`config.mk`:
```
export PLATFORM = sky130hd
export DESIGN_NAME = gnms_octant
export DESIGN_NICKNAME = d
export VERILOG_FILES = /design/src/sv/gnms_pkg.sv /design/src/sv/gnms_octant.sv
export SDC_FILE = /design/constraint.sdc
export NUM_CORES = 1
export LEC_CHECK = 0
export BUFFER_PORTS_ARGS = -buffer_cell sky130_fd_sc_hd__clkbuf_2
export CORE_UTILIZATION = 58
export DETAILED_ROUTE_END_ITERATION = 8
export PLACE_DENSITY = 0.84
export SETUP_SLACK_MARGIN = 0.2
export SLEW_MARGIN = 20
export SYNTH_ARGS = -nofsm -noshare
export SYNTH_HDL_FRONTEND = slang
export SYNTH_SLANG_ARGS = --single-unit
```
`constraint.sdc`:
```
create_clock -name vclk -period 12.09
set_input_delay 1.209 -clock vclk [all_inputs]
set_output_delay 1.209 -clock vclk [all_outputs]
set_load 0.01 [all_outputs]
```
`src/sv/gnms_pkg.sv`:
```
// ----------------------------------------------------------------------------
// gnms_pkg
// Shared types and widths for the gradient non-maximum suppression block.
// ----------------------------------------------------------------------------
package gnms_pkg;

    localparam int MAG_W  = 15;              // window magnitude width
    localparam int GRAD_W = 16;              // signed gradient width
    localparam int DIFF_W = MAG_W + 1;       // signed difference of two magnitudes
    localparam int XP_W   = GRAD_W + 1;      // negated gradient needs one more bit
    localparam int PROD_W = DIFF_W + XP_W;   // one weighted term
    localparam int SUM_W  = PROD_W + 1;      // sum of two terms

    typedef enum logic [1:0] {
        CLASS_BORDER   = 2'd0,
        CLASS_NONE     = 2'd1,
        CLASS_POSSIBLE = 2'd2
    } t_edge_class;

    // octant code: {gx negative, gy negative, nearer the x axis}
    typedef enum logic [2:0] {
        OCT_PP_Y = 3'b000,
        OCT_PP_X = 3'b001,
        OCT_PN_Y = 3'b010,
        OCT_PN_X = 3'b011,
        OCT_NP_Y = 3'b100,
        OCT_NP_X = 3'b101,
        OCT_NN_Y = 3'b110,
        OCT_NN_X = 3'b111
    } t_octant;

    // neighbour differences feeding the two interpolations
    typedef struct packed {
        logic signed [DIFF_W-1:0] a1;
        logic signed [DIFF_W-1:0] b1;
        logic signed [DIFF_W-1:0] a2;
        logic signed [DIFF_W-1:0] b2;
    } t_operands;

    function automatic logic signed [DIFF_W-1:0] mag_diff(
        input logic [MAG_W-1:0] p,
        input logic [MAG_W-1:0] q
    );
        mag_diff = $signed({1'b0, p}) - $signed({1'b0, q});
    endfunction

endpackage

```
`src/sv/gnms_octant.sv`:
```
// ----------------------------------------------------------------------------
// gnms_octant
// Picks the gradient octant and routes the matching neighbour differences.
// ----------------------------------------------------------------------------
module gnms_octant import gnms_pkg::*; (
    input  logic [MAG_W-1:0]         i_m,
    input  logic [MAG_W-1:0]         i_n,
    input  logic [MAG_W-1:0]         i_ne,
    input  logic [MAG_W-1:0]         i_e,
    input  logic [MAG_W-1:0]         i_se,
    input  logic [MAG_W-1:0]         i_s,
    input  logic [MAG_W-1:0]         i_sw,
    input  logic [MAG_W-1:0]         i_w,
    input  logic [MAG_W-1:0]         i_nw,
    input  logic signed [GRAD_W-1:0] i_gx,
    input  logic signed [GRAD_W-1:0] i_gy,
    output t_operands                o_ops
);

    logic          gx_neg;
    logic          gy_neg;
    logic [XP_W-1:0] abs_x;
    logic [XP_W-1:0] abs_y;
    logic          near_x;
    t_octant       octant;

    assign gx_neg = i_gx[GRAD_W-1];
    assign gy_neg = i_gy[GRAD_W-1];
    assign abs_x  = gx_neg ? (XP_W'(0) - {i_gx[GRAD_W-1], i_gx}) : {1'b0, i_gx};
    assign abs_y  = gy_neg ? (XP_W'(0) - {i_gy[GRAD_W-1], i_gy}) : {1'b0, i_gy};

    // ties go to the x axis except when both gradients are negative
    assign near_x = (gx_neg && gy_neg) ? (abs_x > abs_y) : (abs_x >= abs_y);
    assign octant = t_octant'({gx_neg, gy_neg, near_x});

    always_comb begin
        case (octant)
            OCT_PP_X: begin
                o_ops.a1 = mag_diff(i_m,  i_w);  o_ops.b1 = mag_diff(i_nw, i_w);
                o_ops.a2 = mag_diff(i_m,  i_e);  o_ops.b2 = mag_diff(i_se, i_e);
            end
            OCT_PP_Y: begin
                o_ops.a1 = mag_diff(i_n,  i_nw); o_ops.b1 = mag_diff(i_n,  i_m);
                o_ops.a2 = mag_diff(i_s,  i_se); o_ops.b2 = mag_diff(i_s,  i_m);
            end
            OCT_PN_X: begin
                o_ops.a1 = mag_diff(i_m,  i_w);  o_ops.b1 = mag_diff(i_w,  i_sw);
                o_ops.a2 = mag_diff(i_m,  i_e);  o_ops.b2 = mag_diff(i_e,  i_ne);
            end
            OCT_PN_Y: begin
                o_ops.a1 = mag_diff(i_s,  i_sw); o_ops.b1 = mag_diff(i_m,  i_s);
                o_ops.a2 = mag_diff(i_n,  i_ne); o_ops.b2 = mag_diff(i_m,  i_n);
            end
            OCT_NP_X: begin
                o_ops.a1 = mag_diff(i_e,  i_m);  o_ops.b1 = mag_diff(i_ne, i_e);
                o_ops.a2 = mag_diff(i_w,  i_m);  o_ops.b2 = mag_diff(i_sw, i_w);
            end
            OCT_NP_Y: begin
                o_ops.a1 = mag_diff(i_ne, i_n);  o_ops.b1 = mag_diff(i_n,  i_m);
                o_ops.a2 = mag_diff(i_sw, i_s);  o_ops.b2 = mag_diff(i_s,  i_m);
            end
            OCT_NN_X: begin
                o_ops.a1 = mag_diff(i_e,  i_m);  o_ops.b1 = mag_diff(i_e,  i_se);
                o_ops.a2 = mag_diff(i_w,  i_m);  o_ops.b2 = mag_diff(i_w,  i_nw);
            end
            OCT_NN_Y: begin
                o_ops.a1 = mag_diff(i_se, i_s);  o_ops.b1 = mag_diff(i_m,  i_s);
                o_ops.a2 = mag_diff(i_nw, i_n);  o_ops.b2 = mag_diff(i_m,  i_n);
            end
            default: begin
                o_ops = '0;
            end
        endcase
    end

endmodule

```
======== Word level (Yosys, flattened, before mapping) ========
Cells that the tools add are included.
operators by class
  add/sub/neg operators ................... 26
  multiply operators ...................... 0
  div/mod/pow operators ................... 0
  order comparisons ....................... 2
  equality and inequality tests ........... 7
  shift-type cells ........................ 0
  mux-type cells .......................... 4
  bitwise operators ....................... 0
  reduce and logical (&&, ||, !) cells .... 2
operators with widths
  operator               number
  $pmux 64 s8            1
  $sub 15x15->16         24
  $mux 17                2
  $sub 1x16->17 const A  2
  $ge 17x17->1           1
  $gt 17x17->1           1
  $eq 3x3->1 const B     4
  $eq 3x2->1 const B     2
  $eq 3x1->1 const B     1
  $logic_not 3->1        1
  $logic_and 1x1->1      1
  $mux 1                 1
storage, ports and cells
  register bits ........................... 0
  bits in latches ......................... 0
  bits in writable memories ............... 0
  ROM bits ................................ 0
  output and inout port bits .............. 64
  logic and storage cells ................. 41
  memories kept ........................... 0

======== Longest topological paths before layout ========
  depth in word-level cells ............... 6
  mapped depth ............................ 20
  mapped depth without buffers ............ 17

======== Worst setup path after synthesis ========
OpenSTA, ideal clock, no wires.
  kind .................................... input-to-output
  start ................................... in i_gy[2]
  end ..................................... out o_ops[21] (netlist name)
  arrival time ............................ 5.061 ns
  data required time ...................... 10.881 ns
  path slack .............................. 5.820 ns
  stages on the path ...................... 12
  path buffers ............................ 2
  path through ............................ or4_1 > or4_1 > or4_1 > ha_1 > nand4_1 > nor4_1 > a221oi_1 > o21a_1 > or3_1 > clkbuf_1 > clkbuf_1 > o311ai_0
RTL lines
  element          RTL line           text
  start, declared  gnms_octant.sv:16  input logic signed [GRAD_W-1:0] i_gy,
  end, declared    gnms_octant.sv:17  output t_operands o_ops

==> flow_summary.ini <==
[drt]
wl_per_cell_um = 28.36
ant_nets = 0
drt_iter0_drc = 3792
drc_errors = 0
dr.pass1.iters = 9
viasPerCell = 7.124
drt_wl_total_um = 91830
vias = 23070

[clock_network]
cts_hold_buffers = 0
post_cts_resized = 0
post_cts_buffers = 0

[placement]
dpl.hpwl_um = 75930
dpl-instance-area_sq_um = 20120
portBuffers = 231
dp_slack_ns = 3.987
gp_congestion = 1.240

[outcome]
status = completed

[hold_path]
hold_class = primary input to output pin
hold-path-cell-count = 4

[sta]
finalMaxSlewViolations = 0
worst_pin_slew_ns = 1.297
relSlewSlack = 0.1350
fin_crit_ns = 8.486
finalSetupViolations = 0
hold_viol = 0
tns_ns = 0
finalWorstSetupSlack_ns = 3.604
period_share = 0.7019
max_freq_mhz = 117.8
rsz0062_at_grt = false

[critical_path]
arrival_ns = 7.28
cp_top_family = simple AND/OR/NAND/NOR gates
cp_cell_sequence = clkbuf_2 > inv_1 > nand2_1 > or4_1 > or4_1 > or4_1 > ha_1 > nand4_1 > nor4_1 > a221oi_1 > o21a_1 > or3_1 > nor2_2 > a221oi_1 > a32oi_1 > clkbuf_2
path_common_cell = or4_1
crit_fanout = 17
crit_slowest_cell = or3_1
crit_required_ns = 10.88
cp.depth = 16
slowest_delay_ns = 1.06
setup.worst_path.end_class = output pin
critPathBufInv = 3
crit_type = primary input to output pin
startpoint_type = primary input

[global_route]
grt_pass1_vias = 21470
grt_max_degree = 50
grt_overflow = 0
groute.usage.overall = 0.5238
gr-max-usage-layer = met2
grt_pass1_wl_um = 130600
use_met1 = 0.7048
use_met3 = 0.1805
met2_usage = 0.7482
antenna_found_initial = 3

[finish]
syn2layout_area_growth_pct = 6.240
seq_cell_count = 0
final-seq-area_sq_um = 0
finalInstanceArea_sq_um = 20130
clockBufferCount = 0
num-nets-final = 3373
post-route-util = 0.6314
nFillCells = 3056
layout-drive-gt1-share = 0.1014

[floorplan]
pin_count = 231
fp.dieW_um = 182.7
start_util = 0.5943
die_h_um = 182.7
coreArea_sq_um = 31880
rows = 65
die_area_sq_um = 33390

[yosys]
synthTopCellsByArea = ha_1 25%, xnor2_1 8.6%, a21oi_1 6.7%, o21ai_0 5.0%, xor2_1 4.5%
syn-cell-area_sq_um = 18950
seq_area_frac_synth = 0
ys.warnings.count = 0
ys_top_cells_by_count = 379 x ha_1, 252 x a21oi_1, 210 x inv_1, 204 x nor2_1, 191 x o21ai_0
synth_top_area_cell = ha_1
avgSynthCellArea_sq_um = 6.979
syn_nets = 3285
yosysTopAreaCellShare = 0.2503
synth_most_common_cell = ha_1
ys_types = 81
synth_cells = 2715

[job]
drv_cap = 0
metrics by stage:
step	std cells	hold WS, ns
2_1_floorplan	2715	2.649
3_3_place_gp	3236	2.961
3_5_place_dp	3236	2.983
4_1_cts	3236	2.984
5_1_grt	3238	2.999
6_report	3238	2.996
kinds of logic after synthesis:
kind of cell	count (synthesis)	synth area share
buffers and inverters	372	0.07667
multiplexers	9	0.004821
AO/OA/AOI/OAI	997	0.3481
AND/OR/NAND/NOR	649	0.1636
adder cells (fa/ha/maj)	403	0.2756
other	2	0.0003964
XOR/XNOR	283	0.1308
final cells by class:
cell class         count  area (sq um)  area share
diodes                 2         5.005   0.0002486
inverters            210         788.3     0.03916
multi-input cells   2343         17510      0.8697
well taps            435         544.3     0.02704
repair buffers       248          1286     0.06390
worst min-delay path: stages:
cell      delay, ns
clkbuf_2       0.15
ha_1           0.16
o311ai_0       0.13
clkbuf_2       0.14
cells in the final DEF, fill, tap and decap left out, drive strengths merged, types with 21 or more instances in the layout:
| cell type | Yosys | layout |
|---|---|---|
| a211oi | 61 | 61 |
| a21o | 104 | 104 |
| a21oi | 254 | 254 |
| a221oi | 26 | 26 |
| a22oi | 28 | 28 |
| a31oi | 21 | 21 |
| and3 | 24 | 24 |
| clkbuf | 124 | 230 |
| fa | 24 | 24 |
| ha | 379 | 379 |
| inv | 210 | 210 |
| nand2 | 142 | 142 |
| nand2b | 36 | 36 |
| nand3 | 36 | 36 |
| nor2 | 205 | 205 |
| nor2b | 43 | 43 |
| nor3 | 69 | 69 |
| o211ai | 28 | 28 |
| o21a | 44 | 44 |
| o21ai | 197 | 197 |
| o21bai | 41 | 41 |
| o22ai | 28 | 28 |
| o31ai | 23 | 23 |
| or3 | 24 | 24 |
| xnor2 | 186 | 186 |
| xor2 | 97 | 97 |
worst paths after layout:
check / startpoint / end
max: i_gy[0] / o_ops[41]
min: i_se[14] / o_ops[15]
per-layer routing:
| metal | up-vias | part of all wire | routed length, um |
|---|---|---|---|
| met4 | 6 | 0.054 | 4929 |
| met2 | 2061 | 0.39 | 35380 |
| met1 | 10650 | 0.38 | 35220 |
| met3 | 410 | 0.18 | 16180 |
| met5 | - | 0.0013 | 122 |
| li1 | 9947 | - | - |
