[config.mk]
export PLATFORM = sky130hd
export DESIGN_NAME = gnms_decide
export DESIGN_NICKNAME = d
export VERILOG_FILES = /design/src/sv/gnms_pkg.sv /design/src/sv/gnms_decide.sv
export SDC_FILE = /design/constraint.sdc
export NUM_CORES = 2
export LEC_CHECK = 0
export ABC_CLOCK_PERIOD_IN_PS = 24900
export BUFFER_PORTS_ARGS = -buffer_cell sky130_fd_sc_hd__buf_2
export CORE_AREA = 2 2 305 246
export DETAILED_ROUTE_END_ITERATION = 16
export DIE_AREA = 0 0 307 248
export GPL_TIMING_DRIVEN = 0
export PLACE_DENSITY_LB_ADDON = 0.25
export SLEW_MARGIN = 5
export SYNTH_ARGS = -nofsm -noshare
export SYNTH_HDL_FRONTEND = slang
export SYNTH_SLANG_ARGS = --single-unit
[constraint.sdc]
create_clock -name vclk -period 24.9
set_clock_uncertainty 0.2 [all_clocks]
set_input_delay 2.49 -clock vclk [all_inputs]
set_output_delay 2.49 -clock vclk [all_outputs]
set_load 0.005 [all_outputs]
[src/sv/gnms_pkg.sv]
// ----------------------------------------------------------------------------
// gnms_pkg
// Shared types and widths for the gradient non-maximum suppression block.
// ----------------------------------------------------------------------------
package gnms_pkg;

    localparam int MAG_W  = 15;              // window magnitude width
    localparam int GRAD_W = 16;              // signed gradient width
    localparam int DIFF_W = MAG_W + 1;       // signed difference of two magnitudes
    localparam int XP_W   = GRAD_W + 1;      // negated gradient needs one more bit
    localparam int PROD_W = DIFF_W + XP_W;   // one weighted term
    localparam int SUM_W  = PROD_W + 1;      // sum of two terms

    typedef enum logic [1:0] {
        CLASS_BORDER   = 2'd0,
        CLASS_NONE     = 2'd1,
        CLASS_POSSIBLE = 2'd2
    } t_edge_class;

    // octant code: {gx negative, gy negative, nearer the x axis}
    typedef enum logic [2:0] {
        OCT_PP_Y = 3'b000,
        OCT_PP_X = 3'b001,
        OCT_PN_Y = 3'b010,
        OCT_PN_X = 3'b011,
        OCT_NP_Y = 3'b100,
        OCT_NP_X = 3'b101,
        OCT_NN_Y = 3'b110,
        OCT_NN_X = 3'b111
    } t_octant;

    // neighbour differences feeding the two interpolations
    typedef struct packed {
        logic signed [DIFF_W-1:0] a1;
        logic signed [DIFF_W-1:0] b1;
        logic signed [DIFF_W-1:0] a2;
        logic signed [DIFF_W-1:0] b2;
    } t_operands;

    function automatic logic signed [DIFF_W-1:0] mag_diff(
        input logic [MAG_W-1:0] p,
        input logic [MAG_W-1:0] q
    );
        mag_diff = $signed({1'b0, p}) - $signed({1'b0, q});
    endfunction

endpackage

[src/sv/gnms_decide.sv]
// ----------------------------------------------------------------------------
// gnms_decide
// Forms both interpolated differences and classes the pixel.
// ----------------------------------------------------------------------------
module gnms_decide import gnms_pkg::*; (
    input  t_operands                i_ops,
    input  logic signed [GRAD_W-1:0] i_gx,
    input  logic signed [GRAD_W-1:0] i_gy,
    input  logic                     i_border,
    input  logic                     i_mag_zero,
    output t_edge_class              o_class
);

    logic signed [XP_W-1:0]   xp;
    logic signed [XP_W-1:0]   yp;
    logic signed [PROD_W-1:0] p1a;
    logic signed [PROD_W-1:0] p1b;
    logic signed [PROD_W-1:0] p2a;
    logic signed [PROD_W-1:0] p2b;
    logic signed [SUM_W-1:0]  d1;
    logic signed [SUM_W-1:0]  d2;
    logic                     possible;

    assign xp = XP_W'(0) - XP_W'(i_gx);
    assign yp = XP_W'(i_gy);

    // four independent products, each difference scaled by the negated x gradient or the y gradient
    assign p1a = PROD_W'(i_ops.a1 * xp);
    assign p1b = PROD_W'(i_ops.b1 * yp);
    assign p2a = PROD_W'(i_ops.a2 * xp);
    assign p2b = PROD_W'(i_ops.b2 * yp);

    assign d1 = SUM_W'(p1a) + SUM_W'(p1b);
    assign d2 = SUM_W'(p2a) + SUM_W'(p2b);

    // edge only when neither side rises and the second is strictly below
    assign possible = (d1 <= 0) && (d2 < 0);

    always_comb begin
        if (i_border) begin
            o_class = CLASS_BORDER;
        end else if (i_mag_zero || !possible) begin
            o_class = CLASS_NONE;
        end else begin
            o_class = CLASS_POSSIBLE;
        end
    end

endmodule

* Word-level counts from Yosys, hierarchy flattened
Index checks and enable logic that the tools add are counted.
Word-level totals: register bits after elaboration 0, input port bits 98, word-level logic and storage cells 14
Cells by class: add/subtract/negate cells 3, $mul 4, magnitude comparators 2, mux-type cells 2, reduce and logical (&&, ||, !) cells 3
Operators by type and width (count):
- $add A33 B32 Y34 | 2
- $mul A16 B17 Y33 | 2
- $mul A16 B16 Y32 | 2
- $le A34 B1 Y1 const B | 1
- $lt A34 B1 Y1 const B | 1
- $sub A1 B16 Y17 const A | 1
- $mux W2 | 2
- $logic_and A1 B1 Y1 | 1
- $logic_not A1 Y1 | 1
- $logic_or A1 B1 Y1 | 1

* Logic depth before layout (Yosys ltp)
word-level depth 9, gate-level depth with buffers 34, gate-level depth less buffers 33

* Worst setup path after synthesis
No wires, ideal clock.
kind input-to-output, from input port i_gx[2], to output port o_class[0], data arrival time 10.855 ns, required time 22.210 ns, setup slack 11.355 ns, stages on the path 33, cells stage by stage nor3_1 -> nand2b_1 -> nor4_1 -> nand2b_1 -> or4_1 -> nor3_1 -> xnor2_1 -> clkbuf_1 -> nand2_1 -> fa_1 -> inv_1 -> fa_1 -> inv_1 -> fa_1 -> fa_1 -> inv_1 -> fa_1 -> inv_1 -> fa_1 -> fa_1 -> fa_1 -> inv_1 -> ha_1 -> buf_2 -> a21oi_1 -> o21ai_0 -> a31oi_1 -> a21oi_2 -> o41ai_4 -> o311ai_1 -> a2111oi_2 -> nand2_1 -> a31o_1
On the way: word-level cells in the longest chain between the ends 9, elaborated cells on any way between the ends 12, classes of those cells add/sub (3); mul (2); order compare (2); mux (2); reduce/logical (3)
RTL lines:
- start, declared | RTL line gnms_decide.sv:7 | input logic signed [GRAD_W-1:0] i_gx,
- $sub A1 B16 Y17 * | RTL line gnms_decide.sv:24 | assign xp = XP_W'(0) - XP_W'(i_gx);
- $mul A16 B17 Y33, on equally long branches | RTL line gnms_decide.sv:28, gnms_decide.sv:30
- $add A33 B32 Y34, on equally long branches | RTL line gnms_decide.sv:33, gnms_decide.sv:34
- $le A34 B1 Y1 / $lt A34 B1 Y1 (equally long branches) | RTL line gnms_decide.sv:37 | assign possible = (d1 <= 0) && (d2 < 0);
- $logic_and A1 B1 Y1 * | RTL line gnms_decide.sv:37
- $logic_not A1 Y1 * | RTL line gnms_decide.sv:42 | end else if (i_mag_zero || !possible) begin
- $logic_or A1 B1 Y1 * | RTL line gnms_decide.sv:42
- $mux W2 * | RTL line gnms_decide.sv:42
- $mux W2 * | RTL line gnms_decide.sv:40 | if (i_border) begin
- end, declared | RTL line gnms_decide.sv:11 | output t_edge_class o_class
Every way passes the cells marked *; elsewhere a longest branch is shown, timed or not.

* Worst setup path in the final report
from input port i_gx[0], to output port o_class[0]
The elaborated chain is that of the path after synthesis.

==> results.txt <==
- Dominant cells by area after synthesis: sky130_fd_sc_hd__fa_1 (59%), sky130_fd_sc_hd__inv_1 (11%), sky130_fd_sc_hd__ha_1 (9.1%)
* Post-CTS sizing: 0
- Max-cap viol count: 0
- The final critical path takes up 62.2% of the cycle.
- Total number of vias: 29500
- Top routing layer in use: met5
* Fmax: 64.6 MHz
- Number of clock-tree buffers in the layout: 0
- Critical Path Max Stage Delay: 0.73 ns
- Count of nets left with antenna violations after detail routing: 0
- Post-CTS setup buffer count: 0
- Outcome: complete, no violations
- Final weighted congestion of routability-driven global placement: 1.02
* Relative max-transition margin: 8.72%
- Sequential-to-total area share from yosys stat: 0%
- Gate count after technology mapping: 4373
- Type of origin of the critical path: input port
* Setup slack after placement: 9.57 ns
* Pin count of the biggest net entering global routing: 18
- For this run, the number of Yosys warnings is 0.
* Starting utilization of the core area: 56.4%
* Final-layout fill cell count: 6523
* Aggregate global routing overflow: 0
* Most frequent cells in the layout: sky130_fd_sc_hd__inv_1 (1259), sky130_fd_sc_hd__fa_1 (1209), sky130_fd_sc_hd__and2_1 (561), sky130_fd_sc_hd__nand2_1 (461), sky130_fd_sc_hd__ha_1 (301)
* Arrival time of data at the critical path endpoint: 12.80 ns
- After detailed routing, the number of vias per cell comes to 5.44.
* Count of TritonRoute iterations in the first routing pass: 5
- RSZ-0062 raised after global routing: no
- Data required time of the critical path: 22.21 ns
- The synthesized design spends more area on one cell type than any other, namely sky130_fd_sc_hd__fa_1.
* Cell at the slowest stage of the critical path: sky130_fd_sc_hd__fa_1
* Clock period minus final worst setup slack: 15.49 ns
- Fin nets: 6070
- Summing all flip-flop and latch instances after layout gives 0 µm².
- Global routing consumed, over all layers together, 34.2% of the routing resources.
- Setup total negative slack on the finished layout was measured at 0 ns.
- The design has 0 sequential cells.
* Number of pins exceeding their max-slew limit in the final report: 0
- Site Rows: 89
- Dividing the detail-routed wire length by the instance count gives 22.7 µm.
* Met1 WL: 52400 µm
- Dividing the synthesized area by the synthesized cell count gives 9.45 µm².
- The cell area that synthesis handed to floorplanning was 41300 µm².
- Class of the tightest hold or removal check: input port to output pin
- The number of nets handed over by synthesis was 5981.
- The die is 248 µm tall.
* Initial antenna violation count: 10
* Measured slew at the worst slew-check pin: 1.37 ns
- Synthesis instantiated 79 different standard cells from the library.
* Number of endpoints with negative hold slack in the final report: 0
- Area overhead of the layout relative to synthesis: 3.98%
- Leaving out fill and tap cells, the most frequent cell in the layout is sky130_fd_sc_hd__inv_1.
- Summed over its instances, the top area cell type makes up 58.6% of the synthesized netlist area.
- STA classifies the critical path endpoint as an output pin.
- The HPWL after detailed placement is 110000 µm.
* Setup violations, final: 0
- First-pass GRT wire length: 189000 µm
* Routed Wire Length: 123000 µm
- In the post-route analysis, the smallest setup slack over all paths is 9.41 ns.
- Among the stages of the critical path, the cell type that occurs most often is sky130_fd_sc_hd__fa_1.
- In this run the count of I/O pins placed on the die edge is 100.
- In this run the worst path has a maximum fanout of 10.
- Number of global-route vias before repair: 30800
- Hold repair after CTS inserted 0 buffers.
* Share of layout cells above drive strength 1: 2.56%
- In the routed design, unresolved DRC markers number 0.
- After detailed routing, the met3 layer carries 19300 µm of wire.
- Core Region: 73300 µm²
- In the detailed route, the total length drawn on met2 is 48200 µm.
- After the first detailed-routing iteration, the DRC count stood at 2679.
* Number of buffers added on ports: 87
- Critical Setup Path Class: input port to output pin
- Overall die width: 307 µm
* Floorplan die area: 76100 µm²
## logic make-up (layout without fill, tap and decap cells)
| group | Yosys count | count (layout) | synth area share [%] |
|---|---|---|---|
| compound gates | 158 | 158 | 2.82 |
| xor+xnor | 57 | 57 | 1.21 |
| fa+ha+maj | 1510 | 1510 | 67.7 |
| buf+inv | 1451 | 1538 | 13.2 |
| mux | 6 | 6 | 0.145 |
| other cells | 0 | 6 | 0 |
| simple gates | 1191 | 1191 | 14.9 |
## layer usage
metal / vias up / GRT usage (%)
met5: - / 0
met1: 15200 / 50.8
li1: 12600 / -
met4: 4 / 6.99
met3: 115 / 15.4
met2: 1686 / 46.0
## cells in the mapped netlist, types with 8 or more instances
master	n
sky130_fd_sc_hd__nor3_1	12
sky130_fd_sc_hd__a21o_1	18
sky130_fd_sc_hd__nand3_1	19
sky130_fd_sc_hd__nand4_1	8
sky130_fd_sc_hd__nand2b_1	39
sky130_fd_sc_hd__o21ai_0	20
sky130_fd_sc_hd__a21oi_1	39
sky130_fd_sc_hd__nand2_1	461
sky130_fd_sc_hd__buf_1	9
sky130_fd_sc_hd__o211ai_1	9
sky130_fd_sc_hd__inv_1	1259
sky130_fd_sc_hd__xnor2_1	44
sky130_fd_sc_hd__fa_1	1209
sky130_fd_sc_hd__nor2_1	51
sky130_fd_sc_hd__and2_1	561
sky130_fd_sc_hd__ha_1	301
sky130_fd_sc_hd__xor2_1	13
sky130_fd_sc_hd__a31oi_1	8
sky130_fd_sc_hd__clkbuf_1	177
## per-stage QoR
step | instances | util, % | hold slack [ns] | instance area [µm²]
6_report | 5421 | 58.6 | 5.10 | 43000
5_1_grt | 5418 | 58.6 | 5.15 | 43000
4_1_cts | 5415 | 58.6 | 5.10 | 43000
3_5_place_dp | 5415 | 58.6 | 5.10 | 43000
3_3_place_gp | 5415 | 58.6 | 5.09 | 43000
2_1_floorplan | 4373 | - | 4.90 | 41300
## cell type report
type / instances / area (µm²) / area share (%)
inverter: 1260 / 4730 / 11.0
buffer: 191 / 732 / 1.70
multi-input combinational: 2922 / 35900 / 83.5
tap: 955 / 1190 / 2.78
timing repair buffer: 87 / 435 / 1.01
antenna: 6 / 15.0 / 0.0349
## worst max-delay path: cells and delay by family
kind	cells	cell delay (ns)
compound gates	6	1.39
xor+xnor	1	0.60
fa+ha+maj	10	4.81
buf+inv	8	1.31
simple gates	6	2.19
## worst paths after layout
| kind | from | to | slack, ns | depth (start not counted) |
|---|---|---|---|---|
| min | i_mag_zero | o_class[1] | 5.10 | 5 |
| max | i_gx[0] | o_class[0] | 9.41 | 31 |
